$ cat src/rtl/core/deep_depth_band_flatten_macros.svh
// Assertion macros shared by the deep flatten RTL.
`ifndef DEEP_DEPTH_BAND_FLATTEN_MACROS_SVH
`define DEEP_DEPTH_BAND_FLATTEN_MACROS_SVH

// Same-cycle implication, disabled while reset is asserted.
`define DBF_ASSERT_NOW(label, clk, rstn, ante, cons, msg) \
    label: assert property (@(posedge clk) disable iff (!(rstn)) (ante) |-> (cons)) \
        else $error(msg);

// Next-cycle implication, disabled while reset is asserted.
`define DBF_ASSERT_NEXT(label, clk, rstn, ante, cons, msg) \
    label: assert property (@(posedge clk) disable iff (!(rstn)) (ante) |=> (cons)) \
        else $error(msg);

`endif

$ cat src/rtl/core/dbf_pkg.sv
// Shared constants, widths and arithmetic helpers for the deep flatten block.
`timescale 1ns / 1ps

package dbf_pkg;

    localparam int MAX_SAMPLES_DEF = 1024;

    localparam int COL_IN_W  = 16;
    localparam int COL_ACC_W = 24;
    localparam int ALPHA_W   = 13;
    localparam int DEPTH_W   = 32;
    localparam int BAND_W    = 31;
    localparam int CHAN_W    = 5;
    localparam int CNT_W     = 11;
    localparam int CFG_IDX_W = 2;
    localparam int SCALED_W  = 17;

    localparam logic [ALPHA_W-1:0] ONE_Q12 = 13'd4096;
    localparam logic signed [COL_ACC_W-1:0] COL_MAX = 24'sh7FFFFF;
    localparam logic signed [COL_ACC_W-1:0] COL_MIN = 24'sh800000;
    localparam logic [CHAN_W-1:0] CHAN_RESET = 5'h1F;

    // register indexes on the config port
    localparam logic [CFG_IDX_W-1:0] CFG_NEAR_DEPTH      = 2'd0;
    localparam logic [CFG_IDX_W-1:0] CFG_FAR_DEPTH       = 2'd1;
    localparam logic [CFG_IDX_W-1:0] CFG_CHANNEL_PRESENT = 2'd2;

    // channel_present bits
    localparam int CH_R = 0;
    localparam int CH_G = 1;
    localparam int CH_B = 2;
    localparam int CH_A = 3;
    localparam int CH_Z = 4;

    // round(s * w / 4096), half toward plus infinity
    function automatic logic signed [SCALED_W-1:0] scale_q12(
        input logic signed [COL_IN_W-1:0] s,
        input logic [ALPHA_W-1:0] w
    );
        logic signed [29:0] p;
        p = s * $signed({1'b0, w});
        p = p + 30'sd2048;
        return p[28:12];
    endfunction

    // accumulator plus contribution, clipped to the 24-bit signed range
    function automatic logic signed [COL_ACC_W-1:0] sat_add(
        input logic signed [COL_ACC_W-1:0] acc,
        input logic signed [SCALED_W-1:0] d
    );
        logic signed [COL_ACC_W:0] sum;
        sum = {acc[COL_ACC_W-1], acc} + {{(COL_ACC_W+1-SCALED_W){d[SCALED_W-1]}}, d};
        if (sum[COL_ACC_W] != sum[COL_ACC_W-1]) begin
            return sum[COL_ACC_W] ? COL_MIN : COL_MAX;
        end
        return sum[COL_ACC_W-1:0];
    endfunction

endpackage

$ cat src/rtl/core/deep_depth_band_flatten.sv
// Depth-band deep flatten: front-to-back over compositing of one pixel's samples.
//
// Usage:
//   s_* channel carries one deep sample per request (RGBA Q3.12, depth Q16.16)
//   plus empty_pixel / last_sample flags. m_* channel returns one flattened
//   pixel (RGBA, used count) per last or empty request; other requests
//   return nothing. cfg_* channel writes near_depth (0), far_depth (1) and
//   channel_present (2); write only while no pixel is in flight.
// Path: an accepted request passes the input register, then the result
//   register, before its result shows on m_*.
// Throughput: one sample per cycle while no emitting request stalls; the
//   accumulators loop back through a 16x13 multiply and a 24-bit saturating add.
// Stalls: the input register holds a request that must emit while the
//   result register is still occupied; non-emitting samples keep flowing.
//   s_ready drops only when the input register holds such a request.
// Reset: synchronous, active low; clears the accumulators, both valid
//   flags and the registers to near 0, far 0 (no limit), all channels present.
`timescale 1ns / 1ps
`include "deep_depth_band_flatten_macros.svh"

module deep_depth_band_flatten #(
    parameter int MAX_SAMPLES = dbf_pkg::MAX_SAMPLES_DEF
) (
    input  logic                                  aclk,
    input  logic                                  aresetn,

    input  logic                                  cfg_valid,
    output logic                                  cfg_ready,
    input  logic [dbf_pkg::CFG_IDX_W-1:0]         cfg_index,
    input  logic [dbf_pkg::BAND_W-1:0]            cfg_data,

    input  logic                                  s_valid,
    output logic                                  s_ready,
    input  logic signed [dbf_pkg::COL_IN_W-1:0]   s_sample_red,
    input  logic signed [dbf_pkg::COL_IN_W-1:0]   s_sample_green,
    input  logic signed [dbf_pkg::COL_IN_W-1:0]   s_sample_blue,
    input  logic signed [dbf_pkg::COL_IN_W-1:0]   s_sample_alpha,
    input  logic signed [dbf_pkg::DEPTH_W-1:0]    s_sample_depth,
    input  logic                                  s_empty_pixel,
    input  logic                                  s_last_sample,

    output logic                                  m_valid,
    input  logic                                  m_ready,
    output logic signed [dbf_pkg::COL_ACC_W-1:0]  m_out_red,
    output logic signed [dbf_pkg::COL_ACC_W-1:0]  m_out_green,
    output logic signed [dbf_pkg::COL_ACC_W-1:0]  m_out_blue,
    output logic [dbf_pkg::ALPHA_W-1:0]           m_out_alpha,
    output logic [dbf_pkg::CNT_W-1:0]             m_used_count
);

    localparam int CntCap = (MAX_SAMPLES < 2047) ? MAX_SAMPLES : 2047;
    localparam logic [dbf_pkg::CNT_W-1:0] CntCapV = dbf_pkg::CNT_W'(CntCap);

    // configuration
    logic [dbf_pkg::BAND_W-1:0] near_reg;
    logic [dbf_pkg::BAND_W-1:0] far_reg;
    logic [dbf_pkg::CHAN_W-1:0] chan_reg;

    assign cfg_ready = 1'b1;

    always_ff @(posedge aclk) begin
        if (!aresetn) begin
            near_reg <= '0;
            far_reg  <= '0;
            chan_reg <= dbf_pkg::CHAN_RESET;
        end else if (cfg_valid && cfg_ready) begin
            case (cfg_index)
                dbf_pkg::CFG_NEAR_DEPTH:      near_reg <= cfg_data;
                dbf_pkg::CFG_FAR_DEPTH:       far_reg  <= cfg_data;
                dbf_pkg::CFG_CHANNEL_PRESENT: chan_reg <= cfg_data[dbf_pkg::CHAN_W-1:0];
                default: ;
            endcase
        end
    end

    // input register
    logic                                 in_valid_reg;
    logic signed [dbf_pkg::COL_IN_W-1:0]  in_red_reg;
    logic signed [dbf_pkg::COL_IN_W-1:0]  in_green_reg;
    logic signed [dbf_pkg::COL_IN_W-1:0]  in_blue_reg;
    logic signed [dbf_pkg::COL_IN_W-1:0]  in_alpha_reg;
    logic signed [dbf_pkg::DEPTH_W-1:0]   in_depth_reg;
    logic                                 in_empty_reg;
    logic                                 in_last_reg;

    // pixel accumulators
    logic signed [dbf_pkg::COL_ACC_W-1:0] acc_red_reg;
    logic signed [dbf_pkg::COL_ACC_W-1:0] acc_green_reg;
    logic signed [dbf_pkg::COL_ACC_W-1:0] acc_blue_reg;
    logic [dbf_pkg::ALPHA_W-1:0]          acc_alpha_reg;
    logic                                 opaque_reg;
    logic [dbf_pkg::CNT_W-1:0]            kept_count_reg;

    // result register
    logic                                 out_valid_reg;
    logic signed [dbf_pkg::COL_ACC_W-1:0] out_red_reg;
    logic signed [dbf_pkg::COL_ACC_W-1:0] out_green_reg;
    logic signed [dbf_pkg::COL_ACC_W-1:0] out_blue_reg;
    logic [dbf_pkg::ALPHA_W-1:0]          out_alpha_reg;
    logic [dbf_pkg::CNT_W-1:0]            out_count_reg;

    logic emits;
    logic out_free;
    logic in_go;

    assign emits    = in_empty_reg || in_last_reg;
    assign out_free = !out_valid_reg || m_ready;
    assign in_go    = in_valid_reg && (!emits || out_free);
    assign s_ready  = !in_valid_reg || in_go;

    always_ff @(posedge aclk) begin
        if (!aresetn) begin
            in_valid_reg <= 1'b0;
        end else if (s_ready) begin
            in_valid_reg <= s_valid;
        end
    end

    always_ff @(posedge aclk) begin
        if (s_valid && s_ready) begin
            in_red_reg   <= s_sample_red;
            in_green_reg <= s_sample_green;
            in_blue_reg  <= s_sample_blue;
            in_alpha_reg <= s_sample_alpha;
            in_depth_reg <= s_sample_depth;
            in_empty_reg <= s_empty_pixel;
            in_last_reg  <= s_last_sample;
        end
    end

    // band test and compositing
    logic                                 in_band;
    logic                                 keep;
    logic signed [dbf_pkg::COL_IN_W-1:0]  r_s;
    logic signed [dbf_pkg::COL_IN_W-1:0]  g_s;
    logic signed [dbf_pkg::COL_IN_W-1:0]  b_s;
    logic [dbf_pkg::ALPHA_W-1:0]          a_clamp;
    logic [dbf_pkg::ALPHA_W-1:0]          weight;
    logic signed [dbf_pkg::SCALED_W-1:0]  a_scaled;
    logic [dbf_pkg::ALPHA_W:0]            alpha_sum;

    logic signed [dbf_pkg::COL_ACC_W-1:0] acc_red_next;
    logic signed [dbf_pkg::COL_ACC_W-1:0] acc_green_next;
    logic signed [dbf_pkg::COL_ACC_W-1:0] acc_blue_next;
    logic [dbf_pkg::ALPHA_W-1:0]          acc_alpha_next;
    logic                                 opaque_next;
    logic [dbf_pkg::CNT_W-1:0]            kept_count_next;

    always_comb begin
        in_band = 1'b1;
        if (chan_reg[dbf_pkg::CH_Z]) begin
            // near/far are non-negative, so a zero-extended signed compare is exact
            if (in_depth_reg < $signed({1'b0, near_reg})) begin
                in_band = 1'b0;
            end
            if ((far_reg != '0) && (in_depth_reg > $signed({1'b0, far_reg}))) begin
                in_band = 1'b0;
            end
        end
        keep = !opaque_reg && in_band;

        r_s = chan_reg[dbf_pkg::CH_R] ? in_red_reg   : '0;
        g_s = chan_reg[dbf_pkg::CH_G] ? in_green_reg : '0;
        b_s = chan_reg[dbf_pkg::CH_B] ? in_blue_reg  : '0;
        if (!chan_reg[dbf_pkg::CH_A]) begin
            a_clamp = dbf_pkg::ONE_Q12;
        end else if (in_alpha_reg[dbf_pkg::COL_IN_W-1]) begin
            a_clamp = '0;
        end else if (in_alpha_reg > $signed({3'b000, dbf_pkg::ONE_Q12})) begin
            a_clamp = dbf_pkg::ONE_Q12;
        end else begin
            a_clamp = in_alpha_reg[dbf_pkg::ALPHA_W-1:0];
        end

        weight    = dbf_pkg::ONE_Q12 - acc_alpha_reg;
        a_scaled  = dbf_pkg::scale_q12($signed({3'b000, a_clamp}), weight);
        alpha_sum = {1'b0, acc_alpha_reg} + a_scaled[dbf_pkg::ALPHA_W:0];

        acc_red_next    = acc_red_reg;
        acc_green_next  = acc_green_reg;
        acc_blue_next   = acc_blue_reg;
        acc_alpha_next  = acc_alpha_reg;
        opaque_next     = opaque_reg;
        kept_count_next = kept_count_reg;

        if (keep) begin
            acc_red_next   = dbf_pkg::sat_add(acc_red_reg,
                                 dbf_pkg::scale_q12(r_s, weight));
            acc_green_next = dbf_pkg::sat_add(acc_green_reg,
                                 dbf_pkg::scale_q12(g_s, weight));
            acc_blue_next  = dbf_pkg::sat_add(acc_blue_reg,
                                 dbf_pkg::scale_q12(b_s, weight));
            if (kept_count_reg < CntCapV) begin
                kept_count_next = kept_count_reg + 1'b1;
            end
            if (alpha_sum >= {1'b0, dbf_pkg::ONE_Q12}) begin
                acc_alpha_next = dbf_pkg::ONE_Q12;
                opaque_next    = 1'b1;
            end else begin
                acc_alpha_next = alpha_sum[dbf_pkg::ALPHA_W-1:0];
            end
        end
    end

    always_ff @(posedge aclk) begin
        if (!aresetn) begin
            acc_red_reg    <= '0;
            acc_green_reg  <= '0;
            acc_blue_reg   <= '0;
            acc_alpha_reg  <= '0;
            opaque_reg     <= 1'b0;
            kept_count_reg <= '0;
        end else if (in_go) begin
            if (emits) begin
                // pixel done: start clean for the next one
                acc_red_reg    <= '0;
                acc_green_reg  <= '0;
                acc_blue_reg   <= '0;
                acc_alpha_reg  <= '0;
                opaque_reg     <= 1'b0;
                kept_count_reg <= '0;
            end else begin
                acc_red_reg    <= acc_red_next;
                acc_green_reg  <= acc_green_next;
                acc_blue_reg   <= acc_blue_next;
                acc_alpha_reg  <= acc_alpha_next;
                opaque_reg     <= opaque_next;
                kept_count_reg <= kept_count_next;
            end
        end
    end

    always_ff @(posedge aclk) begin
        if (!aresetn) begin
            out_valid_reg <= 1'b0;
        end else if (in_go && emits) begin
            out_valid_reg <= 1'b1;
        end else if (m_ready) begin
            out_valid_reg <= 1'b0;
        end
    end

    always_ff @(posedge aclk) begin
        if (in_go && emits) begin
            if (in_empty_reg) begin
                out_red_reg   <= '0;
                out_green_reg <= '0;
                out_blue_reg  <= '0;
                out_alpha_reg <= '0;
                out_count_reg <= '0;
            end else begin
                out_red_reg   <= acc_red_next;
                out_green_reg <= acc_green_next;
                out_blue_reg  <= acc_blue_next;
                out_alpha_reg <= acc_alpha_next;
                out_count_reg <= kept_count_next;
            end
        end
    end

    assign m_valid      = out_valid_reg;
    assign m_out_red    = out_red_reg;
    assign m_out_green  = out_green_reg;
    assign m_out_blue   = out_blue_reg;
    assign m_out_alpha  = out_alpha_reg;
    assign m_used_count = out_count_reg;

    `DBF_ASSERT_NOW(a_opaque_pins_alpha, aclk, aresetn,
        opaque_reg, acc_alpha_reg == dbf_pkg::ONE_Q12, "opaque set but alpha not one")

    `DBF_ASSERT_NOW(a_no_count_no_alpha, aclk, aresetn,
        kept_count_reg == '0, acc_alpha_reg == '0, "alpha accumulated without a kept sample")

    `DBF_ASSERT_NEXT(a_emit_clears_pixel, aclk, aresetn,
        in_go && emits, (acc_alpha_reg == '0) && (kept_count_reg == '0) && !opaque_reg &&
        out_valid_reg, "pixel state not cleared or result missing after emit")

endmodule

$ cat config.mk
export PLATFORM = sky130hd
export DESIGN_NAME = deep_depth_band_flatten
export DESIGN_NICKNAME = d
export VERILOG_FILES = /design/src/rtl/core/dbf_pkg.sv /design/src/rtl/core/deep_depth_band_flatten.sv
export VERILOG_INCLUDE_DIRS = /design/src /design/src/rtl/core
export SDC_FILE = /design/constraint.sdc
export NUM_CORES = 2
export LEC_CHECK = 0
export ABC_CLOCK_PERIOD_IN_PS = 17400
export BUFFER_PORTS_ARGS = -buffer_cell sky130_fd_sc_hd__buf_2
export CORE_ASPECT_RATIO = 0.6
export CORE_MARGIN = 2
export CORE_UTILIZATION = 40
export DETAILED_ROUTE_END_ITERATION = 8
export PLACE_DENSITY = 0.68
export SLEW_MARGIN = 30
export SYNTH_ARGS = -nofsm -noshare
export SYNTH_HDL_FRONTEND = slang
export SYNTH_SLANG_ARGS = --single-unit
$ cat constraint.sdc
create_clock -name aclk -period 17.4 [get_ports aclk]
set_input_delay 1.74 -clock aclk [delete_from_list [all_inputs] [get_ports aclk]]
set_output_delay 1.74 -clock aclk [all_outputs]
set_load 0.005 [all_outputs]
**Yosys cells after proc, flatten, opt, wreduce, memory -nomap -nowiden**

Index checks and enable logic that the tools add are counted.

- Bits in registers: 360
- Input bits: 136
- Output and inout bits: 99
- Logic and storage cells: 110

- Add/subtract/negate cells: 10
- Multiply operators: 4
- Magnitude comparators: 5
- Equality and inequality tests: 5
- Mux-type cells: 41
- Reduce and logical (&&, ||, !) cells: 22

Operators by type and width:

| operator | number |
|---|---|
| $mux W24 | 15 |
| $add A29 B13 Y29 const B | 3 |
| $mul A16 B14 Y29 | 3 |
| $mux W13 | 6 |
| $add A24 B17 Y25 | 3 |
| $mux W16 | 3 |
| $mux W11 | 3 |
| $gt A32 B32 Y1 | 1 |
| $lt A32 B32 Y1 | 1 |
| $reduce_bool A31 Y1 | 1 |
| $add A26 B12 Y26 const B | 1 |
| $mul A13 B13 Y26 | 1 |
| $gt A16 B14 Y1 const B | 1 |
| $add A13 B14 Y14 | 1 |
| $ge A14 B13 Y1 const B | 1 |
| $mux W1 | 14 |
| $sub A13 B13 Y13 const A | 1 |
| $add A11 B1 Y11 const B | 1 |
| $lt A11 B11 Y1 const B | 1 |
| $reduce_and A2 Y1 | 3 |
| $reduce_bool A2 Y1 | 3 |
| $logic_and A1 B1 Y1 | 5 |
| $logic_not A1 Y1 | 4 |
| $logic_or A1 B1 Y1 | 4 |
| 5 further kinds | 7 |

**Longest topological paths before layout**

- Depth in word-level cells: 11
- Gate-level depth with buffers: 43
- Mapped depth without buffers: 39

**Worst setup path before layout**

No wires, ideal clock.

- Kind: register to register
- Start point: reg acc_alpha_reg[0] in the netlist's numbering
- End point: reg out_green_reg, in the netlist m_out_green[19], data pin
- Library setup time: 0.264 ns
- Data arrival time: 9.617 ns
- Data required time: 17.136 ns
- Path slack: 7.519 ns
- Stages on the path, launching flop included: 41
- Buffers on the path: 3
- Clock period less this slack: 9.881 ns
- Cells stage by stage: dfxtp_1 -> inv_2 -> buf_1 -> ha_1 -> nand2_1 -> or3_1 -> xor2_1 -> clkbuf_1 -> nand2_1 -> fa_1 -> fa_1 -> inv_1 -> fa_1 -> fa_1 -> fa_1 -> inv_1 -> fa_1 -> inv_1 -> [... 5 more ...] -> nor4_1 -> o311ai_0 -> a21oi_1 -> a21oi_1 -> a21oi_1 -> xnor2_1 -> ha_1 -> a21o_1 -> a21o_1 -> and2_1 -> nor4_1 -> o31ai_1 -> a21oi_1 -> nand2b_1 -> nand2_1 -> buf_2 -> nor2_1 -> o21ai_0

- Cells in the longest elaborated chain, start to end: 9
- Elaborated cells on any way between the ends: 11
- Those cells by class: add/sub (3); mul (1); eq/ne (1); mux (6)

RTL lines:

| what | RTL line | text |
|---|---|---|
| start, declared | deep_depth_band_flatten.sv:90 | `logic [dbf_pkg::ALPHA_W-1:0] acc_alpha_reg;` |
| start signal, assigned | deep_depth_band_flatten.sv:226 | `acc_alpha_reg <= acc_alpha_next;` |
| $sub A13 B13 Y13 (*) | deep_depth_band_flatten.sv:175 | `weight = dbf_pkg::ONE_Q12 - acc_alpha_reg;` |
| $mul A16 B14 Y29 (*) | dbf_pkg.sv:41 | `p = s * $signed({1'b0, w});` |
| $add A29 B13 Y29 (*) | dbf_pkg.sv:42 | `p = p + 30'sd2048;` |
| $add A24 B17 Y25 (*) | dbf_pkg.sv:52 | `sum = {acc[COL_ACC_W-1], acc} + {{(COL_ACC_W+1-SCALED_W){d[SCALED_W-1]}}, d};` |
| $ne A1 B1 Y1 | dbf_pkg.sv:53 | `if (sum[COL_ACC_W] != sum[COL_ACC_W-1]) begin` |
| $mux W1 | dbf_pkg.sv:53 |  |
| $mux W1 | deep_depth_band_flatten.sv:186 | `if (keep) begin` |
| $mux W24 (*) | dbf_pkg.sv:56 | `return sum[COL_ACC_W-1:0];` |
| $mux W24 (*) | deep_depth_band_flatten.sv:186 |  |
| end signal, assigned | deep_depth_band_flatten.sv:253 | `out_green_reg <= acc_green_next;` |
| end, declared | deep_depth_band_flatten.sv:97 | `logic signed [dbf_pkg::COL_ACC_W-1:0] out_green_reg;` |

Every way passes the cells marked *; elsewhere a longest branch is shown, timed or not. The select of a mux whose other input is x is not followed.
A chain may end at the register's enable or synchronous reset.

**Worst setup path after layout**

- Start point: reg acc_alpha_reg[0] in the netlist's numbering
- End point: reg out_green_reg, in the netlist m_out_green[8], data pin

The elaborated chain is that of the path after synthesis.

==> impl_results.md <==
- CTS buffer count: 41
- Routed Antenna Nets: 0
- Cell with the most instances after synthesis: inv_1
- Vias per std cell: 5.31
- Largest net degree at the start of global routing: 84
- DR WL/cell: 19.6 microns
- CTS H-Tree Depth: 2
- Postcts setup bufs: 0
- Nets: 6654
- Synth area leader: fa_1
- Reg2reg end: m_out_green[8]$_SDFFCE_PP0P_
- Worst Setup End Kind: flop
- Ys flop type: edfxtp_1
- Peak supply drop: 0.0642 mV
- Post-synth EDFFs: 194
- Placed cell count: 6867
- Clock Skew: 0.0672 ns
- Initial antenna violation count: 2
- Reg2reg start: acc_alpha_reg[0]$_SDFFE_PN0P_
- Total number of vias: 36839
- Top cells by count, synth: 924 x inv_1, 769 x nand2_1, 719 x fa_1
- Reg2Reg Setup Slack: 4.25 ns
- Worst Tran Pin Value: 1.01 ns
- Pre-Repair DR Iteration Count: 6
- N_diodes: 0
- Critical Path RT: 17.73 ns
- Core Util, Final: 44.1%
- Cells after Synth: 5229
- Crit share post-route: 75.6%
- Detailed Place HPWL: 110000 microns
- Slowest-stage cell, CP: clkinv_2
- Clock period minus worst slack: 13.15 ns
- Final Hold Viols: 0
- Type of origin of the critical path: flop
- Setup TNS: 0 ns
- Crit path max fanout: 46
- WP data arrival: 13.48 ns
- Cell Rows: 97
- First-pass GRT wire length: 213000 microns
- GRT Util Overall: 22.6%
- Most frequent CP cell: fa_1
- Final Max Slew Viols: 0
- Cell Pwr Density: 45.1 mW/mm^2
- FF+latch count, synth: 360
- Synthesized area: 0.0474 sq mm
- Area Overhead vs Synth: 8.99%
- CTS tree: done
- Max Cap Viol: 0
- Die width: 448 microns
- Syn_area_per_cell: 9.06 sq um
- Post-route insts no fill: 6944
- Max reg flops: 32
- Vias in the first global route: 36880
- Resized Gates After CTS: 0
- Slew Limit Headroom: 32.3%
- Deepest clock path buffer count: 3
- Worst-case reg-to-reg path depth: 38
- Hold_buf cts: 0
- Post-synthesis cell type count: 91
- Hold Path Depth: 2
- Yosys warning count: 0
- Routed WL: 136000 microns
- Ys async rst share: 0%
- Unrepaired setup endpoints after global routing: no
- Fmax: 76.1 MHz
- Slowest stage delay, CP: 0.83 ns
- Clock latency on the worst-skew pair: 0.65 ns
- Die area: 0.121 sq mm
- Final Setup Violations: 0
- I/O pin count: 235
- Core Box Area: 0.117 sq mm
- Synth Net Count: 6556
- Layout cells sized above 1: 7.85%
- Seq/Total Area, Yosys: 19.3%
- Initial DRC Count: 3202
- Status: finished clean
- Top-area cell type share of the netlist area: 30.4%
- PortBufs: 233
- Leak Pwr: 0.0246 uW
- Grt ovf: 0
- CTS Sinks: 360
- Clock slew at reported path FFs: 0.07 ns
- Root buf cell: clkbuf_16
- Crit path launch: acc_alpha_reg[0]$_SDFFE_PN0P_
- Worst Path Class, Setup: flop to flop
- HP Class: flop to flop
- RePlAce Congestion: 0.941
- Die Span Y: 271 microns
- Worst setup path endpoint: m_out_green[8]$_SDFFCE_PP0P_
- Initial Util: 40.4%
- DRC viols: 0
- Synth top area cells: fa_1 30%, ha_1 12%, edfxtp_1 12%, inv_1 7.3%, dfxtp_1 7.0%
-- cells in the final DEF (no fill, tap or decap), types with 20 or more instances in the layout --
cell type / netlist / routed
a21o_1: 55 / 55
ha_1: 472 / 472
o21ai_0: 144 / 144
nand3_1: 45 / 45
nand2_1: 769 / 767
buf_4: 11 / 41
buf_2: 19 / 233
nand4_1: 21 / 21
a21oi_1: 126 / 126
fa_1: 719 / 719
nor4_1: 20 / 20
edfxtp_1: 194 / 194
o211ai_1: 28 / 28
and3_1: 71 / 70
dfxtp_1: 166 / 166
o21a_1: 33 / 33
and2_1: 72 / 71
nor2b_1: 26 / 26
nor2_1: 492 / 490
clkbuf_16: 0 / 42
xnor2_1: 120 / 111
inv_1: 924 / 924
nor3_1: 71 / 71
a32o_1: 24 / 24
nand2b_1: 22 / 22
a21boi_0: 66 / 66
a211oi_1: 39 / 39
xor2_1: 54 / 43
-- cell type report --
cell class / count / area [sq um]
Fill cell: 11288 / 65500
Multi-Input combinational cell: 3724 / 34100
Sequential cell: 360 / 9150
Inverter: 925 / 3470
Tap cell: 1584 / 1980
Timing Repair Buffer: 275 / 1490
Clock buffer: 56 / 1180
Clock inverter: 20 / 241
-- where the power goes --
group | total (uW) | internal, uW | switching [uW]
combinational | 442 | 151 | 291
sequential | 957 | 932 | 24.7
clock | 928 | 517 | 412
total | 2330 | 1600 | 728
-- cells by family after synthesis --
| logic type | Yosys count | share of synthesized area [%] |
|---|---|---|
| AO/OA/AOI/OAI | 681 | 9.85 |
| XOR/XNOR | 174 | 3.22 |
| adder cells (fa/ha/maj) | 1196 | 43.0 |
| buffers and inverters | 1145 | 9.29 |
| flip-flops | 360 | 19.3 |
| multiplexers | 12 | 0.256 |
| other | 1 | 0.00792 |
| AND/OR/NAND/NOR | 1660 | 15.1 |
-- how the worst min path moves through the flow --
| stage | slack, ns | startpoint | to |
|---|---|---|---|
| final | 0.46 | opaque_reg$_SDFFE_PN0P_ | opaque_reg$_SDFFE_PN0P_ |
| after detailed placement | 0.45 | opaque_reg$_SDFFE_PN0P_ | opaque_reg$_SDFFE_PN0P_ |
| after global placement | 0.44 | opaque_reg$_SDFFE_PN0P_ | opaque_reg$_SDFFE_PN0P_ |
| after CTS | 0.47 | opaque_reg$_SDFFE_PN0P_ | opaque_reg$_SDFFE_PN0P_ |
| after global routing | 0.49 | opaque_reg$_SDFFE_PN0P_ | opaque_reg$_SDFFE_PN0P_ |
| after floorplan | 0.43 | opaque_reg$_SDFFE_PN0P_ | opaque_reg$_SDFFE_PN0P_ |
-- routing by layer --
layer	GRT usage, %	part of all wire (%)
met1	33.5	45
met2	33.0	43
met3	5.36	9.8
met4	5.21	2.1
met5	0	0
-- critical path, delay by kind of cell, from the launching register on --
family,cells,cell delay [ns]
compound gates,12,2.67
xor+xnor,2,1.28
fa+ha+maj,9,4.41
buf+inv,5,1.43
flops,1,0.69
simple gates,10,2.31
-- metrics by stage --
stage	cell area [sq um]	worst slack [ns]	power, uW	hold slack (ns)
after floorplan	47400	7.52	1260	0.425
after global placement	50200	4.88	1400	0.439
after detailed placement	50200	4.61	1410	0.453
after CTS	51600	4.51	2350	0.469
after global routing	51600	3.45	2430	0.494
final	51600	4.25	2330	0.461
(Power assumes the default switching activity.)
